## config.mk

```make
export PLATFORM = sky130hd
export DESIGN_NAME = des_round_cell
export DESIGN_NICKNAME = d
export VERILOG_FILES = /design/src/hw/rtl/des_block_cipher_top_defines.svh /design/src/hw/rtl/des_pkg.sv /design/src/hw/rtl/des_round_cell.sv
export SDC_FILE = /design/constraint.sdc
export NUM_CORES = 1
export LEC_CHECK = 0
export BUFFER_PORTS_ARGS = -buffer_cell sky130_fd_sc_hd__buf_2
export CAP_MARGIN = 20
export CORE_MARGIN = 2
export CORE_UTILIZATION = 54
export CTS_CLUSTER_DIAMETER = 40
export DETAILED_ROUTE_END_ITERATION = 12
export GPL_TIMING_DRIVEN = 0
export PLACE_DENSITY = 0.82
export SETUP_SLACK_MARGIN = 0.5
export SYNTH_ARGS = -nofsm -noshare
export SYNTH_HDL_FRONTEND = slang
export SYNTH_SLANG_ARGS = --single-unit
export TNS_END_PERCENT = 30
```

## constraint.sdc

```tcl
create_clock -name clk_i -period 0.8 [get_ports clk_i]
set_clock_uncertainty 0.15 [all_clocks]
set_input_delay 0.04 -clock clk_i [delete_from_list [all_inputs] [get_ports clk_i]]
set_output_delay 0.04 -clock clk_i [all_outputs]
set_load 0.02 [all_outputs]
```

## src/hw/rtl/des_block_cipher_top_defines.svh

```systemverilog
// assertion macros for the des block cipher top level
// expects clk_i and rst_ni in the scope of use
`ifndef DES_BLOCK_CIPHER_TOP_DEFINES_SVH
`define DES_BLOCK_CIPHER_TOP_DEFINES_SVH

// antecedent implies consequent in the same cycle
`define DES_ASSERT_IMP(lbl, ante, cons) \
  lbl: assert property (@(posedge clk_i) disable iff (!rst_ni) (ante) |-> (cons)) \
    else $error("des check failed");

// antecedent implies consequent in the next cycle
`define DES_ASSERT_NXT(lbl, ante, cons) \
  lbl: assert property (@(posedge clk_i) disable iff (!rst_ni) (ante) |=> (cons)) \
    else $error("des check failed");

`endif

```

## src/hw/rtl/des_pkg.sv

```systemverilog
// des package: stage type, permutation tables, s-boxes and round functions
// used by des_key_sched, des_round_cell and des_block_cipher_top
`default_nettype none

package des_pkg;

  localparam int unsigned NumRounds = 16;

  typedef logic [47:0] rkey_t;

  typedef struct packed {
    logic        valid;
    logic        dec;
    logic [31:0] l;
    logic [31:0] r;
  } stage_t;

  localparam logic [6:0] IpTab [64] = '{
    7'd58, 7'd50, 7'd42, 7'd34, 7'd26, 7'd18, 7'd10, 7'd2,
    7'd60, 7'd52, 7'd44, 7'd36, 7'd28, 7'd20, 7'd12, 7'd4,
    7'd62, 7'd54, 7'd46, 7'd38, 7'd30, 7'd22, 7'd14, 7'd6,
    7'd64, 7'd56, 7'd48, 7'd40, 7'd32, 7'd24, 7'd16, 7'd8,
    7'd57, 7'd49, 7'd41, 7'd33, 7'd25, 7'd17, 7'd9,  7'd1,
    7'd59, 7'd51, 7'd43, 7'd35, 7'd27, 7'd19, 7'd11, 7'd3,
    7'd61, 7'd53, 7'd45, 7'd37, 7'd29, 7'd21, 7'd13, 7'd5,
    7'd63, 7'd55, 7'd47, 7'd39, 7'd31, 7'd23, 7'd15, 7'd7};

  localparam logic [6:0] FpTab [64] = '{
    7'd40, 7'd8, 7'd48, 7'd16, 7'd56, 7'd24, 7'd64, 7'd32,
    7'd39, 7'd7, 7'd47, 7'd15, 7'd55, 7'd23, 7'd63, 7'd31,
    7'd38, 7'd6, 7'd46, 7'd14, 7'd54, 7'd22, 7'd62, 7'd30,
    7'd37, 7'd5, 7'd45, 7'd13, 7'd53, 7'd21, 7'd61, 7'd29,
    7'd36, 7'd4, 7'd44, 7'd12, 7'd52, 7'd20, 7'd60, 7'd28,
    7'd35, 7'd3, 7'd43, 7'd11, 7'd51, 7'd19, 7'd59, 7'd27,
    7'd34, 7'd2, 7'd42, 7'd10, 7'd50, 7'd18, 7'd58, 7'd26,
    7'd33, 7'd1, 7'd41, 7'd9,  7'd49, 7'd17, 7'd57, 7'd25};

  localparam logic [5:0] ETab [48] = '{
    6'd32, 6'd1,  6'd2,  6'd3,  6'd4,  6'd5,  6'd4,  6'd5,
    6'd6,  6'd7,  6'd8,  6'd9,  6'd8,  6'd9,  6'd10, 6'd11,
    6'd12, 6'd13, 6'd12, 6'd13, 6'd14, 6'd15, 6'd16, 6'd17,
    6'd16, 6'd17, 6'd18, 6'd19, 6'd20, 6'd21, 6'd20, 6'd21,
    6'd22, 6'd23, 6'd24, 6'd25, 6'd24, 6'd25, 6'd26, 6'd27,
    6'd28, 6'd29, 6'd28, 6'd29, 6'd30, 6'd31, 6'd32, 6'd1};

  localparam logic [5:0] PTab [32] = '{
    6'd16, 6'd7,  6'd20, 6'd21, 6'd29, 6'd12, 6'd28, 6'd17,
    6'd1,  6'd15, 6'd23, 6'd26, 6'd5,  6'd18, 6'd31, 6'd10,
    6'd2,  6'd8,  6'd24, 6'd14, 6'd32, 6'd27, 6'd3,  6'd9,
    6'd19, 6'd13, 6'd30, 6'd6,  6'd22, 6'd11, 6'd4,  6'd25};

  localparam logic [6:0] Pc1Tab [56] = '{
    7'd57, 7'd49, 7'd41, 7'd33, 7'd25, 7'd17, 7'd9,
    7'd1,  7'd58, 7'd50, 7'd42, 7'd34, 7'd26, 7'd18,
    7'd10, 7'd2,  7'd59, 7'd51, 7'd43, 7'd35, 7'd27,
    7'd19, 7'd11, 7'd3,  7'd60, 7'd52, 7'd44, 7'd36,
    7'd63, 7'd55, 7'd47, 7'd39, 7'd31, 7'd23, 7'd15,
    7'd7,  7'd62, 7'd54, 7'd46, 7'd38, 7'd30, 7'd22,
    7'd14, 7'd6,  7'd61, 7'd53, 7'd45, 7'd37, 7'd29,
    7'd21, 7'd13, 7'd5,  7'd28, 7'd20, 7'd12, 7'd4};

  localparam logic [5:0] Pc2Tab [48] = '{
    6'd14, 6'd17, 6'd11, 6'd24, 6'd1,  6'd5,  6'd3,  6'd28,
    6'd15, 6'd6,  6'd21, 6'd10, 6'd23, 6'd19, 6'd12, 6'd4,
    6'd26, 6'd8,  6'd16, 6'd7,  6'd27, 6'd20, 6'd13, 6'd2,
    6'd41, 6'd52, 6'd31, 6'd37, 6'd47, 6'd55, 6'd30, 6'd40,
    6'd51, 6'd45, 6'd33, 6'd48, 6'd44, 6'd49, 6'd39, 6'd56,
    6'd34, 6'd53, 6'd46, 6'd42, 6'd50, 6'd36, 6'd29, 6'd32};

  // total left rotation of both key halves after each round, modulo 28
  localparam logic [4:0] RotSum [16] = '{
    5'd1,  5'd2,  5'd4,  5'd6,  5'd8,  5'd10, 5'd12, 5'd14,
    5'd15, 5'd17, 5'd19, 5'd21, 5'd23, 5'd25, 5'd27, 5'd0};

  localparam logic [3:0] SBox [8][64] = '{
    '{4'd14, 4'd4, 4'd13, 4'd1, 4'd2, 4'd15, 4'd11, 4'd8,
      4'd3, 4'd10, 4'd6, 4'd12, 4'd5, 4'd9, 4'd0, 4'd7,
      4'd0, 4'd15, 4'd7, 4'd4, 4'd14, 4'd2, 4'd13, 4'd1,
      4'd10, 4'd6, 4'd12, 4'd11, 4'd9, 4'd5, 4'd3, 4'd8,
      4'd4, 4'd1, 4'd14, 4'd8, 4'd13, 4'd6, 4'd2, 4'd11,
      4'd15, 4'd12, 4'd9, 4'd7, 4'd3, 4'd10, 4'd5, 4'd0,
      4'd15, 4'd12, 4'd8, 4'd2, 4'd4, 4'd9, 4'd1, 4'd7,
      4'd5, 4'd11, 4'd3, 4'd14, 4'd10, 4'd0, 4'd6, 4'd13},
    '{4'd15, 4'd1, 4'd8, 4'd14, 4'd6, 4'd11, 4'd3, 4'd4,
      4'd9, 4'd7, 4'd2, 4'd13, 4'd12, 4'd0, 4'd5, 4'd10,
      4'd3, 4'd13, 4'd4, 4'd7, 4'd15, 4'd2, 4'd8, 4'd14,
      4'd12, 4'd0, 4'd1, 4'd10, 4'd6, 4'd9, 4'd11, 4'd5,
      4'd0, 4'd14, 4'd7, 4'd11, 4'd10, 4'd4, 4'd13, 4'd1,
      4'd5, 4'd8, 4'd12, 4'd6, 4'd9, 4'd3, 4'd2, 4'd15,
      4'd13, 4'd8, 4'd10, 4'd1, 4'd3, 4'd15, 4'd4, 4'd2,
      4'd11, 4'd6, 4'd7, 4'd12, 4'd0, 4'd5, 4'd14, 4'd9},
    '{4'd10, 4'd0, 4'd9, 4'd14, 4'd6, 4'd3, 4'd15, 4'd5,
      4'd1, 4'd13, 4'd12, 4'd7, 4'd11, 4'd4, 4'd2, 4'd8,
      4'd13, 4'd7, 4'd0, 4'd9, 4'd3, 4'd4, 4'd6, 4'd10,
      4'd2, 4'd8, 4'd5, 4'd14, 4'd12, 4'd11, 4'd15, 4'd1,
      4'd13, 4'd6, 4'd4, 4'd9, 4'd8, 4'd15, 4'd3, 4'd0,
      4'd11, 4'd1, 4'd2, 4'd12, 4'd5, 4'd10, 4'd14, 4'd7,
      4'd1, 4'd10, 4'd13, 4'd0, 4'd6, 4'd9, 4'd8, 4'd7,
      4'd4, 4'd15, 4'd14, 4'd3, 4'd11, 4'd5, 4'd2, 4'd12},
    '{4'd7, 4'd13, 4'd14, 4'd3, 4'd0, 4'd6, 4'd9, 4'd10,
      4'd1, 4'd2, 4'd8, 4'd5, 4'd11, 4'd12, 4'd4, 4'd15,
      4'd13, 4'd8, 4'd11, 4'd5, 4'd6, 4'd15, 4'd0, 4'd3,
      4'd4, 4'd7, 4'd2, 4'd12, 4'd1, 4'd10, 4'd14, 4'd9,
      4'd10, 4'd6, 4'd9, 4'd0, 4'd12, 4'd11, 4'd7, 4'd13,
      4'd15, 4'd1, 4'd3, 4'd14, 4'd5, 4'd2, 4'd8, 4'd4,
      4'd3, 4'd15, 4'd0, 4'd6, 4'd10, 4'd1, 4'd13, 4'd8,
      4'd9, 4'd4, 4'd5, 4'd11, 4'd12, 4'd7, 4'd2, 4'd14},
    '{4'd2, 4'd12, 4'd4, 4'd1, 4'd7, 4'd10, 4'd11, 4'd6,
      4'd8, 4'd5, 4'd3, 4'd15, 4'd13, 4'd0, 4'd14, 4'd9,
      4'd14, 4'd11, 4'd2, 4'd12, 4'd4, 4'd7, 4'd13, 4'd1,
      4'd5, 4'd0, 4'd15, 4'd10, 4'd3, 4'd9, 4'd8, 4'd6,
      4'd4, 4'd2, 4'd1, 4'd11, 4'd10, 4'd13, 4'd7, 4'd8,
      4'd15, 4'd9, 4'd12, 4'd5, 4'd6, 4'd3, 4'd0, 4'd14,
      4'd11, 4'd8, 4'd12, 4'd7, 4'd1, 4'd14, 4'd2, 4'd13,
      4'd6, 4'd15, 4'd0, 4'd9, 4'd10, 4'd4, 4'd5, 4'd3},
    '{4'd12, 4'd1, 4'd10, 4'd15, 4'd9, 4'd2, 4'd6, 4'd8,
      4'd0, 4'd13, 4'd3, 4'd4, 4'd14, 4'd7, 4'd5, 4'd11,
      4'd10, 4'd15, 4'd4, 4'd2, 4'd7, 4'd12, 4'd9, 4'd5,
      4'd6, 4'd1, 4'd13, 4'd14, 4'd0, 4'd11, 4'd3, 4'd8,
      4'd9, 4'd14, 4'd15, 4'd5, 4'd2, 4'd8, 4'd12, 4'd3,
      4'd7, 4'd0, 4'd4, 4'd10, 4'd1, 4'd13, 4'd11, 4'd6,
      4'd4, 4'd3, 4'd2, 4'd12, 4'd9, 4'd5, 4'd15, 4'd10,
      4'd11, 4'd14, 4'd1, 4'd7, 4'd6, 4'd0, 4'd8, 4'd13},
    '{4'd4, 4'd11, 4'd2, 4'd14, 4'd15, 4'd0, 4'd8, 4'd13,
      4'd3, 4'd12, 4'd9, 4'd7, 4'd5, 4'd10, 4'd6, 4'd1,
      4'd13, 4'd0, 4'd11, 4'd7, 4'd4, 4'd9, 4'd1, 4'd10,
      4'd14, 4'd3, 4'd5, 4'd12, 4'd2, 4'd15, 4'd8, 4'd6,
      4'd1, 4'd4, 4'd11, 4'd13, 4'd12, 4'd3, 4'd7, 4'd14,
      4'd10, 4'd15, 4'd6, 4'd8, 4'd0, 4'd5, 4'd9, 4'd2,
      4'd6, 4'd11, 4'd13, 4'd8, 4'd1, 4'd4, 4'd10, 4'd7,
      4'd9, 4'd5, 4'd0, 4'd15, 4'd14, 4'd2, 4'd3, 4'd12},
    '{4'd13, 4'd2, 4'd8, 4'd4, 4'd6, 4'd15, 4'd11, 4'd1,
      4'd10, 4'd9, 4'd3, 4'd14, 4'd5, 4'd0, 4'd12, 4'd7,
      4'd1, 4'd15, 4'd13, 4'd8, 4'd10, 4'd3, 4'd7, 4'd4,
      4'd12, 4'd5, 4'd6, 4'd11, 4'd0, 4'd14, 4'd9, 4'd2,
      4'd7, 4'd11, 4'd4, 4'd1, 4'd9, 4'd12, 4'd14, 4'd2,
      4'd0, 4'd6, 4'd10, 4'd13, 4'd15, 4'd3, 4'd5, 4'd8,
      4'd2, 4'd1, 4'd14, 4'd7, 4'd4, 4'd10, 4'd8, 4'd13,
      4'd15, 4'd12, 4'd9, 4'd0, 4'd3, 4'd5, 4'd6, 4'd11}};

  // table positions count from 1 at the msb
  function automatic logic [63:0] init_perm(input logic [63:0] v);
    logic [63:0] res;
    res = '0;
    for (int i = 0; i < 64; i++) begin
      res[63-i] = v[64-int'(IpTab[i])];
    end
    return res;
  endfunction

  function automatic logic [63:0] final_perm(input logic [63:0] v);
    logic [63:0] res;
    res = '0;
    for (int i = 0; i < 64; i++) begin
      res[63-i] = v[64-int'(FpTab[i])];
    end
    return res;
  endfunction

  function automatic logic [55:0] pc1(input logic [63:0] v);
    logic [55:0] res;
    res = '0;
    for (int i = 0; i < 56; i++) begin
      res[55-i] = v[64-int'(Pc1Tab[i])];
    end
    return res;
  endfunction

  function automatic logic [47:0] pc2(input logic [55:0] v);
    logic [47:0] res;
    res = '0;
    for (int i = 0; i < 48; i++) begin
      res[47-i] = v[56-int'(Pc2Tab[i])];
    end
    return res;
  endfunction

  function automatic logic [27:0] rotl28(input logic [27:0] h, input logic [4:0] n);
    logic [55:0] dbl;
    dbl = {h, h} << n;
    return dbl[55:28];
  endfunction

  function automatic logic [31:0] feistel(input logic [31:0] r, input rkey_t k);
    logic [47:0] x;
    logic [5:0]  six;
    logic [31:0] s;
    logic [31:0] res;
    x = '0;
    s = '0;
    res = '0;
    for (int i = 0; i < 48; i++) begin
      x[47-i] = r[32-int'(ETab[i])];
    end
    x = x ^ k;
    for (int i = 0; i < 8; i++) begin
      six = x[47-6*i -: 6];
      s[31-4*i -: 4] = SBox[i][{six[5], six[0], six[4:1]}];
    end
    for (int i = 0; i < 32; i++) begin
      res[31-i] = s[32-int'(PTab[i])];
    end
    return res;
  endfunction

endpackage

`default_nettype wire

```

## src/hw/rtl/des_round_cell.sv

```systemverilog
// des round cell: one feistel round with its stage register
// depends on des_pkg
`default_nettype none

module des_round_cell (
  input  wire logic            clk_i,
  input  wire logic            rst_ni,
  input  wire des_pkg::stage_t stage_i,
  input  wire des_pkg::rkey_t  rkey_enc_i,
  input  wire des_pkg::rkey_t  rkey_dec_i,
  output des_pkg::stage_t      stage_o
);

  des_pkg::rkey_t  rkey;
  des_pkg::stage_t stage_d;
  des_pkg::stage_t stage_q;

  assign rkey = stage_i.dec ? rkey_dec_i : rkey_enc_i;

  always_comb begin
    stage_d.valid = stage_i.valid;
    stage_d.dec   = stage_i.dec;
    stage_d.l     = stage_i.r;
    stage_d.r     = stage_i.l ^ des_pkg::feistel(stage_i.r, rkey);
  end

  always_ff @(posedge clk_i or negedge rst_ni) begin
    if (!rst_ni) begin
      stage_q <= '0;
    end else begin
      stage_q <= stage_d;
    end
  end

  assign stage_o = stage_q;

endmodule

`default_nettype wire
```

==> flow_metrics.py <==
metrics = {
    "placement": {
        "place_hpwl_um": 16800,
        "io_buffers": 229,
        "dp_slack_ns": -2.51,
        "place_congestion": 0.940,
    },
    "detailed_routing": {
        "wire_per_inst_um": 24.9,
        "wirelength_um": 36000,
        "vias": 9901,
        "dr.pass1.iters": 10,
        "remaining_drc_errors": 0,
        "ant_nets": 0,
        "viasPerCell": 6.84,
        "drt_iter0_drc": 1459,
    },
    "synthesis": {
        "synth-edff-count": 0,
        "synth_seq_cells": 66,
        "synthCells": 862,
        "syn_area_sq_um": 8120,
        "yosysWarnings": 0,
        "yosysTopAreaCellShare_pct": 20.4,
        "synth.top_cells.by_area": "dfrtp_1, mux2i_1, ha_1",
        "netlist.top_cell.by_area": "dfrtp_1",
        "yosys.cell_types.count": 72,
        "ys.flop_type": "dfrtp_1",
        "seq_area_frac_synth_pct": 20.4,
        "syn-mean-instance-area_sq_um": 9.41,
        "syn_nets": 1088,
        "synthArstFlopShare_pct": 100,
    },
    "sta": {
        "post-route-period-util_pct": 326,
        "drv_slew": 0,
        "finalSetupViolations": 98,
        "min_period_ns": 2.61,
        "hold_violations": 132,
        "rsz0062_at_grt": "yes",
        "whs_ns": -0.555,
        "worst-slew-pin-transition_ns": 0.778,
        "relSlewSlack_pct": 47.9,
        "max_freq_mhz": 384,
        "worst_slack_ns": -1.81,
    },
    "pwr": {
        "power_leakage_nw": 5.73,
        "ir_worst_vdd_mv": 1.16,
        "power_density_nw_per_um2": 1970,
    },
    "cts": {
        "cts_tree": "built",
        "cts.clk_slew.worst_paths_ns": 0.06,
        "cts_made_buffers": 9,
        "root_buffer": "clkbuf_16",
        "clock_sinks": 66,
        "htreeDepth": 3,
        "clk_path_buf_depth": 2,
    },
    "floorplan": {
        "core_area_sq_um": 14600,
        "die_w_um": 127,
        "start_util_pct": 55.6,
        "die_area_sq_um": 16000,
        "die_h_um": 127,
        "pin_count": 230,
        "rows": 44,
    },
    "critical_path": {
        "endpoint_kind": "register",
        "start_kind": "primary input",
        "crit_type": "in2reg",
        "crit_fanout": 10,
        "arrival_ns": 2.68,
        "worstPathRequired_ns": 0.87,
    },
    "global_route": {
        "grt_usage_pct": 36.0,
        "antenna_found_initial": 0,
        "grt_pass1_wl_um": 46300,
        "overflow": 0,
        "grt_pass1_vias": 8790,
        "grt_max_degree": 67,
    },
    "status": {
        "status": "complete, but fails checks",
        "violations": "hold timing, setup timing",
    },
    "cells_and_area": {
        "diodes": 0,
        "area_growth_pct": 61.6,
        "nets": 1485,
        "layout-drive-gt1-share_pct": 54.9,
        "largest_reg_flops": 66,
    },
    "min_path": {
        "hold_class": "in2async",
    },
    "run": {
        "maxCapViolations": 0,
    },
}
## cell usage after synthesis, types with 6 or more instances
cell type	number
mux2i_4	10
o22ai_1	8
mux2i_2	6
xor2_1	30
xor2_2	11
nand2_1	51
o211ai_1	21
clkbuf_1	20
nand2b_1	9
a31oi_1	17
xnor2_1	61
a311oi_1	6
xnor2_2	19
nor3_1	22
a211oi_1	21
mux2_2	11
mux2i_1	90
o2111ai_1	7
nand3_1	22
inv_1	31
o21ai_0	29
a21oi_1	26
mux4_2	11
buf_2	18
dfrtp_1	66
nor2_1	69
ha_1	62
## worst max-delay path, stage by stage
cell and delay, ns:
buf_6 0.10, buf_8 0.11, buf_12 0.14, buf_16 0.13, buf_4 0.15, buf_4 0.14
mux2i_4 0.21, xnor2_1 0.39, buf_4 0.29, mux2i_1 0.23, mux2i_1 0.15, a32oi_1 0.27
o221ai_2 0.15, xor2_1 0.17
## layer usage
metal  vias to the layer above  GRT usage [%]  wire, um
li1                       3949              -         -
met1                      4658           42.8     11800
met2                       982           63.6     17600
met3                       312           5.99      3930
met4                         0           16.5      2760
met5                         -              0         0
## kinds of logic after synthesis
kind of cell | after synthesis | share of synthesized area, %
compound gates | 205 | 18.2
simple gates | 192 | 10.5
mux | 128 | 19.5
xor+xnor | 123 | 16.5
buf+inv | 86 | 5.41
flops | 66 | 20.4
fa+ha+maj | 62 | 9.56
## layout by cell type (no fill, tap or decap), types with 18 or more instances in the layout
cell      synthesis  layout
buf_2            18     214
buf_4             5     114
dfrtp_1          66      66
mux2i_1          90      63
buf_6             2      62
nor2_1           69      56
nand2_1          51      47
xnor2_1          61      47
ha_1             62      32
mux2i_4          10      30
nand3_1          22      22
o211ai_1         21      21
ha_4              0      21
a21oi_1          26      20
xor2_1           30      20
o21ai_0          29      20
nor3_1           22      19
xnor2_4           0      18
## power by group
| group | internal [W] | leakage, nW | switching, W |
|---|---|---|---|
| Clock | 0.00276 | 0.154 | 0.00176 |
| Sequential | 0.00406 | 0.769 | 0.000281 |
| Combinational | 0.00767 | 4.81 | 0.00934 |
| Total | 0.0145 | 5.73 | 0.0114 |
## path summary, 6_finish.rpt
path / startpoint / endpoint / slack [ns] / depth (start not counted)
setup / recovery: stage_i[64] / stage_o[30] / -1.81 / 14
hold / removal: rst_ni / stage_o[13] / -0.55 / 1
max in group asynchronous: rst_ni / stage_o[63] / 0.74 / 1
min in group clk_i: stage_i[65] / stage_o[65] / -0.35 / 1
## metrics by stage
step	area, sq um	setup TNS [ns]	utilization [%]	total power, W	instances
2_1_floorplan	8560	-50.62	-	0.0128	862
3_5_place_dp	9940	-78.10	68.2	0.0158	1275
5_1_grt	13100	-70.10	89.9	0.0266	1448
3_3_place_gp	9940	-122.07	68.1	0.0156	1275
6_report	13100	-67.23	89.9	0.0259	1448
4_1_cts	12200	-62.36	83.9	0.0230	1405
## what timing repair did
item | 4_1_cts | 5_1_grt
pin swaps | 88 | 61
endpoints found under the setup margin | 164 | 110
setup buffers | 112 | 42
hold endpoints to repair | 132 | 132
gates cloned | 2 | 1
resized for setup | 210 | 129
## cell type report
type,instances,area [sq um]
multi-input combinational,710,7480
timing repair buffer,386,2760
sequential,66,1650
fill,583,1480
buffer,49,477
clock buffer,13,280
tap,184,230
inverter,37,184
clock inverter,3,45.0
Power figures use the tool's default switching activity.
